File: config.mk
export PLATFORM = sky130hd
export DESIGN_NAME = lcd_pixel_unpack_palette
export DESIGN_NICKNAME = d
export VERILOG_FILES = /design/src/rtl/lpu_pkg.sv /design/src/rtl/lpu_front.sv /design/src/rtl/lpu_queue.sv /design/src/rtl/lpu_back.sv /design/src/rtl/lcd_pixel_unpack_palette.sv
export VERILOG_INCLUDE_DIRS = /design/src /design/src/rtl
export SDC_FILE = /design/constraint.sdc
export NUM_CORES = 1
export LEC_CHECK = 0
export ABC_AREA = 1
export BUFFER_PORTS_ARGS = -buffer_cell sky130_fd_sc_hd__buf_2
export CAP_MARGIN = 20
export CORE_ASPECT_RATIO = 1.75
export CORE_MARGIN = 3
export CORE_UTILIZATION = 35
export CTS_BUF_LIST = sky130_fd_sc_hd__clkbuf_8 sky130_fd_sc_hd__clkbuf_16
export DETAILED_ROUTE_END_ITERATION = 10
export SYNTH_ARGS = -nofsm -noshare
export SYNTH_HDL_FRONTEND = slang
export SYNTH_SLANG_ARGS = --single-unit
File: constraint.sdc
create_clock -name clk -period 12.4 [get_ports clk]
set_clock_uncertainty 0.1 [all_clocks]
set_input_delay 1.86 -clock clk [delete_from_list [all_inputs] [get_ports clk]]
set_output_delay 1.86 -clock clk [all_outputs]
set_load 0.01 [all_outputs]
File: src/rtl/lcd_pixel_unpack_palette_defines.svh
// assertion macros for the lcd pixel unpacker
// used by the top level only; expects clk and rst in scope
`ifndef LCD_PIXEL_UNPACK_PALETTE_DEFINES_SVH
`define LCD_PIXEL_UNPACK_PALETTE_DEFINES_SVH

// same-cycle implication
`define LPU_ASSERT_NOW(lbl, ante, cons, msg) \
  lbl: assert property (@(posedge clk) disable iff (rst) (ante) |-> (cons)) else $error(msg);

// next-cycle implication
`define LPU_ASSERT_NEXT(lbl, ante, cons, msg) \
  lbl: assert property (@(posedge clk) disable iff (rst) (ante) |=> (cons)) else $error(msg);

`endif

File: src/rtl/lpu_pkg.sv
// shared types, constants and tint tables for the lcd pixel unpacker
// no dependencies
`default_nettype none
package lpu_pkg;

  localparam int MAX_WIDTH  = 1024;
  localparam int MAX_HEIGHT = 1024;
  localparam int DIM_W      = 11;
  localparam int POS_W      = 10;
  localparam int CNT_W      = 20;
  localparam int BPR_W      = 10;
  localparam int FB_W       = 21;

  localparam logic [1:0] REG_LCD_CONTROL    = 2'd0;
  localparam logic [1:0] REG_GREY_PALETTE   = 2'd1;
  localparam logic [1:0] REG_DISPLAY_WIDTH  = 2'd2;
  localparam logic [1:0] REG_DISPLAY_HEIGHT = 2'd3;

  localparam logic [1:0] MODE_1BPP = 2'd0;
  localparam logic [1:0] MODE_2BPP = 2'd1;
  localparam logic [1:0] MODE_4BPP = 2'd2;

  typedef struct packed {
    logic [31:0]      lcd_control;
    logic [DIM_W-1:0] display_width;
    logic [DIM_W-1:0] display_height;
  } cfg_t;

  typedef struct packed {
    logic [7:0]       frame_byte;
    logic [1:0]       mode;
    logic             blank;
    logic             eof;
    logic [DIM_W-1:0] x0;
    logic [DIM_W-1:0] line_px;
  } desc_t;

  typedef struct packed {
    logic full;
    logic empty;
  } q_stat_t;

  // n is the inverted 4-bit level, grey = n * 0x11
  function automatic logic [7:0] red_of(input logic [3:0] n);
    logic [7:0] r;
    case (n)
      4'd0: r = 8'd0;     4'd1: r = 8'd10;    4'd2: r = 8'd20;    4'd3: r = 8'd30;
      4'd4: r = 8'd40;    4'd5: r = 8'd51;    4'd6: r = 8'd61;    4'd7: r = 8'd71;
      4'd8: r = 8'd81;    4'd9: r = 8'd91;    4'd10: r = 8'd102;  4'd11: r = 8'd112;
      4'd12: r = 8'd122;  4'd13: r = 8'd132;  4'd14: r = 8'd142;  default: r = 8'd153;
    endcase
    return r;
  endfunction

  function automatic logic [7:0] green_of(input logic [3:0] n);
    logic [7:0] g;
    case (n)
      4'd0: g = 8'd0;     4'd1: g = 8'd11;    4'd2: g = 8'd22;    4'd3: g = 8'd34;
      4'd4: g = 8'd45;    4'd5: g = 8'd56;    4'd6: g = 8'd68;    4'd7: g = 8'd79;
      4'd8: g = 8'd90;    4'd9: g = 8'd102;   4'd10: g = 8'd113;  4'd11: g = 8'd124;
      4'd12: g = 8'd136;  4'd13: g = 8'd147;  4'd14: g = 8'd158;  default: g = 8'd170;
    endcase
    return g;
  endfunction

  function automatic logic [7:0] blue_of(input logic [3:0] n);
    logic [7:0] b;
    case (n)
      4'd0: b = 8'd0;     4'd1: b = 8'd9;     4'd2: b = 8'd18;    4'd3: b = 8'd27;
      4'd4: b = 8'd36;    4'd5: b = 8'd45;    4'd6: b = 8'd54;    4'd7: b = 8'd63;
      4'd8: b = 8'd72;    4'd9: b = 8'd81;    4'd10: b = 8'd90;   4'd11: b = 8'd99;
      4'd12: b = 8'd108;  4'd13: b = 8'd117;  4'd14: b = 8'd126;  default: b = 8'd136;
    endcase
    return b;
  endfunction

endpackage
`default_nettype wire

File: src/rtl/lpu_front.sv
// front end: accepts frame bytes, tracks raster position, builds byte descriptors
// depends on lpu_pkg
`default_nettype none
module lpu_front (
  input  wire logic          clk,
  input  wire logic          rst,
  input  wire lpu_pkg::cfg_t cfg,
  input  wire logic          s_tvalid,
  output logic               s_tready,
  input  wire logic [7:0]    s_tdata,   // frame_byte
  input  wire logic          q_full,
  output logic               push,
  output lpu_pkg::desc_t     push_desc
);

  logic [lpu_pkg::POS_W-1:0] byte_in_row, byte_in_row_next;
  logic [lpu_pkg::POS_W-1:0] row_number, row_number_next;
  logic [lpu_pkg::CNT_W-1:0] frame_byte_count, frame_byte_count_next;

  logic [1:0]                 mode;
  logic [lpu_pkg::DIM_W-1:0]  w, h, line_px;
  logic [lpu_pkg::BPR_W-1:0]  bpr;
  logic [1:0]                 ppb_log;
  logic [lpu_pkg::FB_W-1:0]   fb_bytes, buf_bytes, valid_bytes;
  logic [lpu_pkg::POS_W-1:0]  bir_e, row_e;
  logic [lpu_pkg::CNT_W-1:0]  cnt_e;
  logic [lpu_pkg::DIM_W-1:0]  bir_inc, row_inc;
  logic                       out_of_range, last_byte, in_buffer;

  assign s_tready = !q_full;
  assign push     = s_tvalid && s_tready;

  always_comb begin
    if (cfg.lcd_control[31]) begin
      mode = lpu_pkg::MODE_4BPP;
    end else if (cfg.lcd_control[30]) begin
      mode = lpu_pkg::MODE_2BPP;
    end else begin
      mode = lpu_pkg::MODE_1BPP;
    end

    w = cfg.display_width;
    if (w < lpu_pkg::DIM_W'(16)) w = lpu_pkg::DIM_W'(16);
    if (w > lpu_pkg::DIM_W'(lpu_pkg::MAX_WIDTH)) w = lpu_pkg::DIM_W'(lpu_pkg::MAX_WIDTH);
    w = {w[lpu_pkg::DIM_W-1:3], 3'b000};
    h = cfg.display_height;
    if (h < lpu_pkg::DIM_W'(1)) h = lpu_pkg::DIM_W'(1);
    if (h > lpu_pkg::DIM_W'(lpu_pkg::MAX_HEIGHT)) h = lpu_pkg::DIM_W'(lpu_pkg::MAX_HEIGHT);

    case (mode)
      lpu_pkg::MODE_2BPP: ppb_log = 2'd2;
      lpu_pkg::MODE_4BPP: ppb_log = 2'd1;
      default:            ppb_log = 2'd3;
    endcase
    bpr = lpu_pkg::BPR_W'(w >> ppb_log);

    out_of_range = ({1'b0, byte_in_row} >= {1'b0, bpr}) ||
                   ({1'b0, row_number} >= h);
    bir_e = out_of_range ? '0 : byte_in_row;
    row_e = out_of_range ? '0 : row_number;
    cnt_e = out_of_range ? '0 : frame_byte_count;

    line_px = {lpu_pkg::DIM_W'({1'b0, cfg.lcd_control[18:13]} + 7'd1)} << 4;
    if (line_px > w) line_px = w;
    buf_bytes = lpu_pkg::FB_W'({cfg.lcd_control[12:0], 4'b0000}) + lpu_pkg::FB_W'(16);
    fb_bytes  = lpu_pkg::FB_W'(bpr) * lpu_pkg::FB_W'(h);
    valid_bytes = (buf_bytes < fb_bytes) ? buf_bytes : fb_bytes;
    in_buffer = lpu_pkg::FB_W'(cnt_e) < valid_bytes;

    bir_inc = lpu_pkg::DIM_W'(bir_e) + lpu_pkg::DIM_W'(1);
    row_inc = lpu_pkg::DIM_W'(row_e) + lpu_pkg::DIM_W'(1);
    last_byte = (bir_inc == lpu_pkg::DIM_W'(bpr)) && (row_inc == h);

    if (last_byte) begin
      byte_in_row_next      = '0;
      row_number_next       = '0;
      frame_byte_count_next = '0;
    end else begin
      frame_byte_count_next = cnt_e + lpu_pkg::CNT_W'(1);
      if (bir_inc >= lpu_pkg::DIM_W'(bpr)) begin
        byte_in_row_next = '0;
        row_number_next  = row_inc[lpu_pkg::POS_W-1:0];
      end else begin
        byte_in_row_next = bir_inc[lpu_pkg::POS_W-1:0];
        row_number_next  = row_e;
      end
    end

    push_desc.frame_byte = s_tdata;
    push_desc.mode       = mode;
    push_desc.blank      = (cfg.lcd_control == 32'd0) || !in_buffer;
    push_desc.eof        = last_byte;
    push_desc.x0         = lpu_pkg::DIM_W'(bir_e) << ppb_log;
    push_desc.line_px    = line_px;
  end

  always_ff @(posedge clk) begin
    if (rst) begin
      byte_in_row      <= '0;
      row_number       <= '0;
      frame_byte_count <= '0;
    end else if (push) begin
      byte_in_row      <= byte_in_row_next;
      row_number       <= row_number_next;
      frame_byte_count <= frame_byte_count_next;
    end
  end

endmodule
`default_nettype wire

File: src/rtl/lpu_queue.sv
// two-entry descriptor queue between front and back
// depends on lpu_pkg
`default_nettype none
module lpu_queue (
  input  wire logic            clk,
  input  wire logic            rst,
  input  wire logic            push,
  input  wire lpu_pkg::desc_t  push_desc,
  input  wire logic            pop,
  output lpu_pkg::desc_t       head,
  output lpu_pkg::q_stat_t     stat
);

  lpu_pkg::desc_t entry [2];
  logic       wr_ptr, rd_ptr;
  logic [1:0] count;

  assign head       = entry[rd_ptr];
  assign stat.full  = (count == 2'd2);
  assign stat.empty = (count == 2'd0);

  always_ff @(posedge clk) begin
    if (push) begin
      entry[wr_ptr] <= push_desc;
    end
  end

  always_ff @(posedge clk) begin
    if (rst) begin
      wr_ptr <= 1'b0;
      rd_ptr <= 1'b0;
      count  <= 2'd0;
    end else begin
      if (push) wr_ptr <= !wr_ptr;
      if (pop)  rd_ptr <= !rd_ptr;
      case ({push, pop})
        2'b10:   count <= count + 2'd1;
        2'b01:   count <= count - 2'd1;
        default: count <= count;
      endcase
    end
  end

endmodule
`default_nettype wire

File: src/rtl/lpu_back.sv
// back end: walks the pixels of each byte, palette lookup, tint, output register
// depends on lpu_pkg
`default_nettype none
module lpu_back (
  input  wire logic                clk,
  input  wire logic                rst,
  input  wire logic [63:0]         grey_palette,
  input  wire lpu_pkg::desc_t      head,
  input  wire lpu_pkg::q_stat_t    q_stat,
  output logic                     pop,
  output logic                     m_tvalid,
  input  wire logic                m_tready,
  output logic [31:0]              m_tdata,  // grey_value, red_level, green_level, blue_level
  output logic                     m_tuser,  // last_of_byte
  output logic                     m_tlast   // end_of_frame
);

  logic [2:0]                k;
  logic [2:0]                last_k;
  logic [2:0]                sh;
  logic [7:0]                shifted;
  logic [3:0]                idx, level, n;
  logic [lpu_pkg::DIM_W-1:0] x;
  logic                      visible, emit, last_px;

  assign emit = !q_stat.empty && (!m_tvalid || m_tready);

  always_comb begin
    case (head.mode)
      lpu_pkg::MODE_1BPP: last_k = 3'd7;
      lpu_pkg::MODE_2BPP: last_k = 3'd3;
      default:            last_k = 3'd1;
    endcase
    last_px = (k == last_k);
    sh      = k << head.mode;
    shifted = head.frame_byte >> sh;
    case (head.mode)
      lpu_pkg::MODE_1BPP: idx = {3'b000, shifted[0]};
      lpu_pkg::MODE_2BPP: idx = {2'b00, shifted[1:0]};
      default:            idx = shifted[3:0];
    endcase
    level   = (grey_palette == 64'd0) ? idx : grey_palette[{idx, 2'b00} +: 4];
    x       = head.x0 + lpu_pkg::DIM_W'(k);
    visible = !head.blank && (x < head.line_px);
    n       = visible ? (4'hF - level) : 4'hF;
    pop     = emit && last_px;
  end

  always_ff @(posedge clk) begin
    if (rst) begin
      k        <= 3'd0;
      m_tvalid <= 1'b0;
    end else begin
      if (emit) begin
        k <= last_px ? 3'd0 : k + 3'd1;
      end
      if (emit) begin
        m_tvalid <= 1'b1;
      end else if (m_tready) begin
        m_tvalid <= 1'b0;
      end
    end
  end

  always_ff @(posedge clk) begin
    if (emit) begin
      m_tdata <= {lpu_pkg::blue_of(n), lpu_pkg::green_of(n), lpu_pkg::red_of(n), {n, n}};
      m_tuser <= last_px;
      m_tlast <= last_px && head.eof;
    end
  end

endmodule
`default_nettype wire

File: src/rtl/lcd_pixel_unpack_palette.sv
// top level of the lcd pixel unpacker: config registers, front, queue, back
// depends on lpu_pkg, lpu_front, lpu_queue, lpu_back and the defines header
//
//   channel  dir  handshake            payload
//   s_*      in   s_tvalid/s_tready    s_tdata: frame_byte
//   m_*      out  m_tvalid/m_tready    m_tdata: grey, red, green, blue; tuser; tlast
//   cfg_*    in   cfg_valid/cfg_ready  cfg_index, cfg_data
//
// back end: a pixel per cycle unless stalled; 8, 4 or 2 pixels a byte at 1, 2, 4 bpp
// the front takes a byte per cycle while the two-entry queue has room
// a byte's first pixel is registered in the queue entry and then in the output register
// synchronous reset clears position counters, queue and output valid, and resets the config registers
// the back end stalls on m_tready and on an empty queue; cfg writes are always taken
`default_nettype none
`include "lcd_pixel_unpack_palette_defines.svh"
module lcd_pixel_unpack_palette (
  input  wire logic        clk,
  input  wire logic        rst,
  input  wire logic        s_tvalid,
  output logic             s_tready,
  input  wire logic [7:0]  s_tdata,   // frame_byte
  output logic             m_tvalid,
  input  wire logic        m_tready,
  output logic [31:0]      m_tdata,   // grey_value, red_level, green_level, blue_level
  output logic             m_tuser,   // last_of_byte
  output logic             m_tlast,   // end_of_frame
  input  wire logic        cfg_valid,
  output logic             cfg_ready,
  input  wire logic [1:0]  cfg_index,
  input  wire logic [63:0] cfg_data
);

  lpu_pkg::cfg_t    cfg;
  logic [63:0]      grey_palette;
  logic             push, pop;
  lpu_pkg::desc_t   push_desc, head;
  lpu_pkg::q_stat_t q_stat;

  assign cfg_ready = 1'b1;

  always_ff @(posedge clk) begin
    if (rst) begin
      cfg.lcd_control    <= 32'd0;
      cfg.display_width  <= lpu_pkg::DIM_W'(640);
      cfg.display_height <= lpu_pkg::DIM_W'(240);
      grey_palette       <= 64'd0;
    end else if (cfg_valid && cfg_ready) begin
      case (cfg_index)
        lpu_pkg::REG_LCD_CONTROL:    cfg.lcd_control    <= cfg_data[31:0];
        lpu_pkg::REG_GREY_PALETTE:   grey_palette       <= cfg_data;
        lpu_pkg::REG_DISPLAY_WIDTH:  cfg.display_width  <= cfg_data[lpu_pkg::DIM_W-1:0];
        lpu_pkg::REG_DISPLAY_HEIGHT: cfg.display_height <= cfg_data[lpu_pkg::DIM_W-1:0];
        default: ;
      endcase
    end
  end

  lpu_front u_front (
    .clk       (clk),
    .rst       (rst),
    .cfg       (cfg),
    .s_tvalid  (s_tvalid),
    .s_tready  (s_tready),
    .s_tdata   (s_tdata),
    .q_full    (q_stat.full),
    .push      (push),
    .push_desc (push_desc)
  );

  lpu_queue u_queue (
    .clk       (clk),
    .rst       (rst),
    .push      (push),
    .push_desc (push_desc),
    .pop       (pop),
    .head      (head),
    .stat      (q_stat)
  );

  lpu_back u_back (
    .clk          (clk),
    .rst          (rst),
    .grey_palette (grey_palette),
    .head         (head),
    .q_stat       (q_stat),
    .pop          (pop),
    .m_tvalid     (m_tvalid),
    .m_tready     (m_tready),
    .m_tdata      (m_tdata),
    .m_tuser      (m_tuser),
    .m_tlast      (m_tlast)
  );

  `LPU_ASSERT_NOW(a_eof_on_last_px, m_tvalid && m_tlast, m_tuser, "end of frame off byte end")
  `LPU_ASSERT_NOW(a_queue_sane, 1'b1, !(q_stat.full && q_stat.empty), "queue full and empty")
  `LPU_ASSERT_NEXT(a_drain, (!m_tvalid || m_tready) && q_stat.empty, !m_tvalid, "pixel from nowhere")
  `LPU_ASSERT_NOW(a_pop_needs_item, pop, !q_stat.empty, "pop of empty queue")

endmodule
`default_nettype wire
# Word-level counts from Yosys, hierarchy flattened
# Memory sizes are Yosys's and may differ from the RTL's. A register that Yosys moved wholly into a read port is not among the register bits.
# Cells that the tools add are included.
# totals
romBits	384
wordCells	114
n_memories	4
ff_bits	200
output_inout_bits	37
mem_bits_rw	68
in_bits	79
# classes
shifts	5
n_addsub	10
n_reduce_logical	27
n_eq_ne	12
multipliers	1
magnitude_cmp	11
mux	29
# memory_table
memory	words	width	rd	rd_clocked_by_memory_dff	wr	line	rtl
(no name shown)	16	8	1	1	0	lpu_pkg.sv:68	case (n)
(no name shown)	16	8	1	1	0	lpu_pkg.sv:57	case (n)
(no name shown)	16	8	1	1	0	lpu_pkg.sv:46	case (n)
u_queue.entry	2	34	1	1	1	lpu_queue.sv:14	lpu_pkg::desc_t entry [2];
# op_table
op	n
logical NOT 64 bit	1
variable part select 64 x 7 -> 4 bit	1
two-way mux 10 bit	6
two-way mux 11 bit	5
two-way mux 20 bit	2
logical NOT 32 bit	1
adder 10 x 1 -> 11 bit (second input constant)	2
greater-than comparator 11 bit (second input constant)	2
< comparator 20 x 21 -> 1 bit	1
< comparator 21 bit	1
multiplier 10 x 11 -> 21 bit	1
two-way mux 21 bit	1
adder 20 x 1 -> 20 bit (second input constant)	1
adder 17 x 5 -> 18 bit (second input constant)	1
adder 11 x 3 -> 11 bit	1
equality test 11 x 10 -> 1 bit	1
equality test 11 bit	1
>= comparator 10 x 11 -> 1 bit	1
>= comparator 11 x 10 -> 1 bit	1
greater-than comparator 11 bit	1
< comparator 11 x 1 -> 1 bit (second input constant)	1
< comparator 11 bit	1
< comparator 11 x 5 -> 1 bit (second input constant)	1
<< shifter 10 x 2 -> 11 bit	1
other kinds (25)	59

# Longest topological paths before layout
# Gate-level depths: netlist of run 1.
# logic_depth
word_depth	12
mapped_depth	51
mapped_depth_nobuf	49

# Hierarchy
# A second synthesis of run 1 with hierarchy kept.
# unflattened
hier_cells	2944
hier_area_um2	21184.1
# by_module_without_submodules
module	n_inst	cells_each	area_each_um2	seq_area_each_um2
lpu_front	1	1496	9853.2	800.8
lcd_pixel_unpack_palette	1	750	4869.7	2362.3
lpu_back	1	559	3627.2	980.9
lpu_queue	1	139	2834.0	2142.1

# Worst setup path before layout of run 1
# No wires, ideal clock.
# synth_path
path_type	reg-to-reg
start	reg cfg[21] (netlist name)
end	mem u_queue.entry[0][23] in the netlist's numbering (data pin)
period_less_slack_ns	8.460
path_buffers	2
path_slack_ns	3.940
arrival_time_ns	8.090
setup_ns	0.270
required_time_ns	12.030
stages_incl_launch_ff	52
cell_sequence	dfxtp_1 inv_1 nand4_1 nor3_1 nor2_1 nand3_1 nand2_1 inv_1 nor2_1 inv_1 a211oi_1 nor2_1 inv_1 clkbuf_1 nand2_1 fa_1 inv_1 fa_1 [16 not listed] xnor2_1 ha_1 a21oi_1 o21ai_0 a21oi_1 nand3_1 clkbuf_1 nand2_1 o21ai_0 ha_1 a21oi_1 o21ai_0 nand2_1 nand2_1 nand2_1 a21oi_1 a2111oi_0 nand2_1
# synth_rtl
item	line
end, declared	lpu_queue.sv:14

==> results.md, run 1 <==
Outcome:
- The flow ran to the end, and the final reports show no timing, DRC or antenna violations.

Die:
- The floorplan step defined a die boundary enclosing 57940 um^2.
- After floorplanning, the core was sized to cover 54290 um^2.
- The floorplan step set the die width to 183.2 um.
- Pin placement for this block handled 116 I/O pins.
- The initial utilization of the core area, before any placement, comes to 0.3544.
- The die is approximately 320 um tall.
- The floorplan has 113 rows.

STA:
- The final worst-path cycle share is 0.8737.
- The slew at the pin closest to its max-slew limit is 1.034 ns.
- The fmax is 0.09231 GHz.
- For the final routed database, the setup TNS stands at 0 ns.
- The final hold violation count was 0.
- The relative slew slack is 0.3061.
- The total of endpoints with negative setup slack in the final report is 0.
- The routed design could run at a clock period as short as 10.83 ns.
- Setup repair after global routing left no endpoint under its margin.
- The number of slew-limit violations in the final report is 0.

Setup path:
- The cell type with the highest occurrence count on the critical path is nand2_1.
- The setup slack of the worst register-to-register path is 1.57 ns.
- STA classifies the critical path endpoint as a flop.
- The kind of cell adding the most delay to the critical path is adder cells.
- The data arrival time at the worst-slack endpoint is 11.02 ns.
- Of all nets on the critical path, the largest fanout is 32.
- The required arrival time at the worst endpoint is 12.58 ns.
- The critical register-to-register path startpoint is cfg[53].
- The worst setup path is launched from a flop.
- The worst register-to-register path ends at u_queue.entry[0][23].
- The path depth of the worst reg2reg path is 39.
- In this design, the stage delay of the slowest critical-path cell is 0.80 ns.
- The sum of buffers and inverters on the critical path is 5.
- Among all stages on the critical path, the largest delay is contributed by o21ai_1.
- By startpoint and endpoint, the worst setup path is classified as flop to flop.

Power:
- The maximum VDD drop is about 0.000094 V.
- The leakage power total is 0.01010 uW.
- After layout, the design draws a total of 3181 uW.
- Power spread over the standard cell area amounts to 150.1 nW/um^2.

Hold path:
- The worst min-delay path category is flop to flop.
- The worst hold path begins at u_queue.rd_ptr.
- The worst hold path terminates at u_queue.rd_ptr.
- Counting instances, the worst hold path has a depth of 1.

Global route:
- The largest net degree at the start of global routing is 112.
- The number of global-route vias before repair is around 18000.
- The leftover overflow at the end of global routing is 0.
- The global-route usage over all layers is 0.1998.
- The first global-routing pass estimated 92.30 mm of wire.
- The number of antenna violations at the first check in global routing is 0.

Finish:
- The total inserted antenna cells is 0.
- In the final layout, the share of cells above drive strength 1 is 0.09018.
- After the last flow step, the layout net total stands at between 3000 and 4000.
- In the layout the commonest cells are 620 x nand2_1, 343 x inv_1, 290 x nor2_1, 211 x o21ai_0, 179 x a21oi_1.
- Summing all multi-input logic gate instances after layout gives 11390 um^2.
- The flip-flop and latch area is 6106 um^2.
- The fill cell total of the finished layout is around 5700.
- Compared with the post-synthesis result, the final layout area differs by 10.15%.
- The area of all placed cells without fillers is approximately 21000 um^2.
- The most frequent standard cell in the layout excluding fill and tap cells is nand2_1.

Route:
- The post-route antenna net violation count is 0.
- The detailed-route via count is 17490.
- The remaining design rule violation count is 0.
- After detailed routing, the total wire length is just under 60 mm.
- For this block, the initial DRC count from the detailed router was 915.
- After detailed routing, the number of vias per cell comes to 5.118.
- The per-cell routed wire length is 17.25 um.
- Before antenna repair, the detailed router went through 6 iterations.

Clock tree:
- The clock-pin transition on the worst setup and hold timing paths is 0.07 ns.
- The clock tree from TritonCTS is yes.
- CTS built an H-tree with a depth of 1.
- The post-CTS repair timing setup buffer count is 0.
- Buffers inserted to repair hold after CTS numbered 0.
- The clock network latency to the later pin of the worst-skew pair is 0.56 ns.
- The tree is rooted in a clkbuf_16.
- The clock passes through at most 3 buffers.
- The clock drives 259 sinks.
- Post-CTS repair changed the size of 0 cells.
- Clock tree synthesis inserted a total of 25 buffers.

Yosys:
- For this run, the leading register cell type out of synthesis is dfxtp_1.
- The post-synthesis cell type count is 60.
- The synthesis-stage register bit count is 259.
- For this run, the number of Yosys warnings is 0.
- The number of enable-type register cells in the synthesized netlist is 92.
- Each instance of the synthesized netlist takes up on average 7.291 um^2.
- After synthesis, the share of flip-flops with an asynchronous set or reset is 0.
- The mapped netlist covers between 15000 and 20000 um^2.
- For this run, the register share of the synthesized area comes to 0.3173.
- After technology mapping, the gate count stands at 2639.

Placement:
- The global placement routability congestion is around 0.95.
- Detailed placement finished with a half-perimeter wire length of approximately 47 mm.
- The placed instances occupy a cell area of roughly 20000 um^2.
- Buffers placed on the I/O ports in this run total about 110.

Job:
- Max-cap violations in this run came to 0.
[stage by stage]
stage | setup slack, ns | hold WS [ns] | cells | util
2_1_floorplan | 3.940 | 0.3258 | 2642 | -
3_3_place_gp | 1.737 | 0.3389 | 3372 | 0.3756
3_5_place_dp | 1.604 | 0.3502 | 3372 | 0.3756
4_1_cts | 1.563 | 0.3621 | 3418 | 0.3904
5_1_grt | 0.5594 | 0.3846 | 3418 | 0.3904
6_report | 1.566 | 0.3619 | 3418 | 0.3904
[final cells by class]
type / instances / area share
flip-flops and latches: 259 / 0.2881
repair buffers: 128 / 0.03188
clock buffers: 29 / 0.03211
inverters: 362 / 0.06417
well taps: 690 / 0.04073
clock inverters: 17 / 0.005785
multi-input cells: 1933 / 0.5373
[metal layers]
| metal | up-vias | global-route usage | wire, um |
|---|---|---|---|
| met5 | - | 0 | 0 |
| met4 | 0 | 0.1008 | 3237 |
| met3 | 148 | 0.01377 | 2036 |
| met2 | 466 | 0.3998 | 32000 |
| met1 | 8189 | 0.2051 | 21670 |
| li1 | 8689 | - | - |
[state kept, by name, summed over array words and instances (netlist names), named ones only]
name,count
u_back.k,3
u_back.m_tdata,28
u_back.m_tvalid,1
cfg,54
u_back.m_tuser,1
u_queue.entry,62
u_queue.count,2
u_front.row_number,10
u_back.m_tlast,1
grey_palette,64
u_front.byte_in_row,10
u_front.frame_byte_count,20
u_queue.wr_ptr,1
u_queue.rd_ptr,1
[worst reg2reg max path, delay by kind of cell (launching register included)]
kind,cells,cell delay (ns)
flip-flops,1,0.54
buffers and inverters,5,0.67
adder cells (fa/ha/maj),8,3.53
XOR/XNOR,1,0.24
AO/OA/AOI/OAI,13,3.09
AND/OR/NAND/NOR,12,2.41
[cell usage after synthesis (3+ instances only)]
library cell | count | area, um^2
ha_1 | 151 | 1889
nand2_4 | 5 | 56.30
a21oi_1 | 180 | 900.9
o21ai_0 | 211 | 1056
nand2_1 | 620 | 2327
buf_6 | 3 | 33.78
xor2_1 | 35 | 306.5
o22ai_1 | 3 | 18.77
nor4_1 | 9 | 56.30
buf_1 | 3 | 11.26
o21ai_1 | 9 | 45.04
xnor2_1 | 19 | 166.4
nor2_1 | 292 | 1096
nand4_1 | 29 | 181.4
clkinv_1 | 6 | 22.52
o211ai_2 | 3 | 37.54
buf_4 | 15 | 112.6
inv_1 | 341 | 1280
nor2_4 | 5 | 56.30
nand3b_1 | 3 | 22.52
o211ai_1 | 6 | 45.04
nor2_2 | 10 | 62.56
a21boi_0 | 3 | 22.52
a211oi_1 | 5 | 37.54
nor3_1 | 20 | 100.1
clkbuf_1 | 60 | 225.2
buf_2 | 7 | 35.03
fa_1 | 70 | 1401
nand2_2 | 14 | 87.58
edfxtp_1 | 92 | 2763
mux2i_1 | 14 | 140.1
dfxtp_1 | 167 | 3343
inv_2 | 15 | 56.30
nand3_1 | 166 | 830.8
nand3_2 | 8 | 80.08
a21o_1 | 6 | 45.04
[logic make-up (layout without fill, tap and decap cells)]
group	after synthesis	in the layout	synth area share
xor gates and xnor gates	54	54	0.02458
adders and majority gates	221	221	0.1710
DFF	259	259	0.3173
buffers and inverters	450	536	0.09233
other	2	5	0.0003903
muxes	14	14	0.007282
and+or+nand+nor	1196	1196	0.2646
AOI/OAI and AO/OA	443	443	0.1225
[power by group]
group	internal (uW)	switching, uW	total (uW)
combinational	454	933	1390
clock	400	359	759
sequential	990	44.6	1030
[worst max-delay path by stage]
| stage | start | end | slack [ns] | depth (start not counted) |
|---|---|---|---|---|
| finish | cfg[53] | u_queue.entry[0][23] | 1.57 | 39 |
| global route | cfg[53] | u_queue.entry[0][23] | 0.56 | 39 |
| CTS | cfg[53] | u_queue.entry[0][23] | 1.56 | 39 |
| detailed placement | cfg[53] | u_queue.entry[1][23] | 1.60 | 39 |
| global placement | cfg[53] | u_queue.entry[0][23] | 1.74 | 39 |
| floorplan | cfg[21] | u_queue.entry[0][23] | 3.94 | 51 |
Note: power is estimated with default switching activity, not from simulation.
==> inputs of run 2 (changes only) <==
--- a/config.mk
+++ b/config.mk
@@ -9,7 +9,7 @@
 export ABC_AREA = 1
 export BUFFER_PORTS_ARGS = -buffer_cell sky130_fd_sc_hd__buf_2
 export CAP_MARGIN = 20
-export CORE_ASPECT_RATIO = 1.75
+export CORE_ASPECT_RATIO = 0.6
 export CORE_MARGIN = 3
 export CORE_UTILIZATION = 35
 export CTS_BUF_LIST = sky130_fd_sc_hd__clkbuf_8 sky130_fd_sc_hd__clkbuf_16
==> results.md, run 2 (synthesized netlist as in run 1, its figures left out) <==
Route:
- The per-cell routed wire length is 17.03 um (-1.3%).
- The post-route antenna net violation count was 0 (unchanged).
- The routed via count divided by cell count is 5.151 (+0.66%).
- The detailed-route via count is 17690 (+1.1%).
- The total length of routed wires was 58.49 mm (-0.79%).
- The remaining design rule violation count is 0 (unchanged).
- The violation count after the first detailed-routing iteration is 1842 (+100%).
- The first-pass iteration count of the detailed router came to 6 (unchanged).

Global route:
- The number of global-route vias before repair was 16300 (-7.2%).
- The number of antenna violations at the first check in global routing is 2 (+2).
- The largest net degree at the start of global routing is 94 (-16%).
- The leftover overflow at the end of global routing was 0 (unchanged).
- The global-route wire length before repair came to 92.04 mm (-0.28%).
- The global-route usage over all layers came to 0.1978 (-0.002033).

Die:
- The number of rows created at floorplan is 65 (-42%).
- The starting utilization of the core area is 0.3601 (+0.005702).
- The I/O pin total came to 116 (unchanged).
- The height of the die is 187.6 um (-41%).
- The die span in x is 308.7 um (+68%).
- The die footprint came to 57920 um^2 (about the same).
- The area of the placeable core is 53430 um^2 (-1.6%).

Clock tree:
- The number of gates given a new drive strength after cts is 0 (unchanged).
- The cell at the root of the clock tree is clkbuf_16.
- The clock-pin transition on the worst setup and hold timing paths is 0.07 ns (about the same).
- The post-CTS repair timing setup buffer count was 0 (unchanged).
- The total clock sinks is 259 (unchanged).
- The total clock buffers created by CTS is 24 (-4.0%).
- The number of H-tree levels came to 1 (unchanged).
- The hold-fix buffer count after cts is 0 (unchanged).
- The clock tree from TritonCTS is yes.
- The number of buffers on the longest clock path is 3 (unchanged).
- The clock network latency to the later pin of the worst-skew pair was 0.58 ns (+0.02 ns).

Setup path:
- The most numerous cell type found on the critical path is nand2_1.
- The largest fanout of any net on the critical path is 31 (-3.1%).
- The required arrival time at the worst endpoint is 12.60 ns (+0.02 ns).
- The worst setup path is of the flop to flop kind.
- The endpoint type of the worst setup path is a flop.
- The slowest cell on the critical path is nor2_1.
- The data arrival time at the worst-slack endpoint is 10.40 ns (-0.62 ns).
- STA classifies the critical path startpoint as a flop.
- The delay of the slowest cell on the worst path came to 0.80 ns (about the same).

Finish:
- The number of flip-flops in the largest register is 64 (unchanged).
- The number of nets in the layout is 3013 (+0.13%).
- The register containing the most flip-flops in the final layout is grey_palette.
- The layout-stage area growth over the synthesis result is 11.03%.
- In the layout the commonest cells are 620 x nand2_1, 341 x inv_1, 290 x nor2_1, 211 x o21ai_0, 179 x a21oi_1.
- The largest registers in the layout are grey_palette: 64 flops, u_queue.entry: 62 flops, cfg: 54 flops.
- The total inserted antenna cells came to 0 (unchanged).
- Leaving out fill and tap cells, the most frequent cell in the layout is nand2_1.
- The fraction of final layout cells sized beyond drive strength 1 came to 0.09044 (+0.0002671).
- The area of all placed cells without fillers is 21360 um^2 (+0.80%).

Power:
- The maximum VDD drop is 0.00009516 V (+1.7%).
- The total power of the final layout is 3299 uW (+3.7%).
- The power per cell area came to 154.4 nW/um^2 (+2.9%).
- The leakage power total was 0.01015 uW (+0.56%).

STA:
- The fmax came to 0.09812 GHz (+6.3%).
- The relative slew slack came to 0.2662 (-0.03997).
- Setup repair after global routing left no endpoint under its margin.
- The sum of negative setup slack was 0 ns (unchanged).
- The final worst-path cycle share came to 0.8219 (-0.05174).
- The number of slew-limit violations in the final report came to 0 (unchanged).
- The total of endpoints with negative setup slack in the final report is 0 (unchanged).
- The final hold violation count came to 0 (unchanged).
- The post-route worst hold slack is 0.3744 ns (+0.01250 ns).
- The minimum clock period after layout is 10.19 ns (-0.6415 ns).
- The slew at the pin closest to its max-slew limit was 1.091 ns (+0.05683 ns).

Placement:
- The standard cell area after detailed placement was 20430 um^2 (+0.19%).
- The global placement routability congestion is 0.9526 (+0.74%).
- The count of port buffers added during placement was 114 (unchanged).
- The HPWL reported at the end of detailed placement is 46.10 mm (-1.9%).

Hold path:
- The path class of the tightest hold or removal check is flop to flop.

Outcome:
- The flow ran to the end, and the final reports show no timing, DRC or antenna violations.

Job:
- The count of maximum capacitance violations is 0 (unchanged).
==> run 2: worst max-delay path, delay by kind of cell (launching register included) <==
family          cells  cell delay [ns]
buf+inv             6             1.15
compound gates     11             2.38
flops               1             0.54
fa+ha+maj           8             3.62
simple gates       11             1.85
xor+xnor            1             0.26
==> run 2: path summary, 6_finish.rpt <==
kind,slack (ns),end,start,cells past startpoint
min,0.37,u_queue.rd_ptr,u_queue.rd_ptr,1
min reg2reg,0.37,u_queue.rd_ptr,u_queue.rd_ptr,1
max reg2reg,2.21,u_queue.entry[0][23],cfg[53],37
max,2.21,u_queue.entry[0][23],cfg[53],37
==> run 2: metal layers <==
metal / track usage / wire (um) / vias up
met5: 0 / 0 / -
met4: 0.02238 / 544 / 0
met3: 0.03748 / 4816 / 41
met2: 0.2564 / 22140 / 636
met1: 0.3342 / 30990 / 8322
li1: - / - / 8691
==> run 2: power by group <==
| part | leakage (uW) | internal (uW) | switching [uW] |
|---|---|---|---|
| Clock | 0.000431 | 488 | 352 |
| Sequential | 0.00224 | 990 | 48.2 |
| Combinational | 0.00748 | 467 | 955 |
| Total | 0.0102 | 1940 | 1350 |
==> run 2: area by class of cell <==
class	instances	area, um^2
Clock buffer	27	653.1
Clock inverter	17	245.2
Fill cell	5476	32070
Inverter	362	1360
Multi-Input combinational cell	1933	11390
Sequential cell	259	6106
Tap cell	703	879.6
Timing Repair Buffer	133	733.2
==> run 2: metrics by stage <==
| stage | worst slack [ns] | util | std cells |
|---|---|---|---|
| global placement | 1.888 | 0.3824 | 3388 |
| CTS | 1.724 | 0.3992 | 3432 |
| floorplan | 3.940 | - | 2642 |
| global route | 1.398 | 0.3998 | 3434 |
| detailed placement | 1.789 | 0.3824 | 3388 |
| finish | 2.208 | 0.3998 | 3434 |
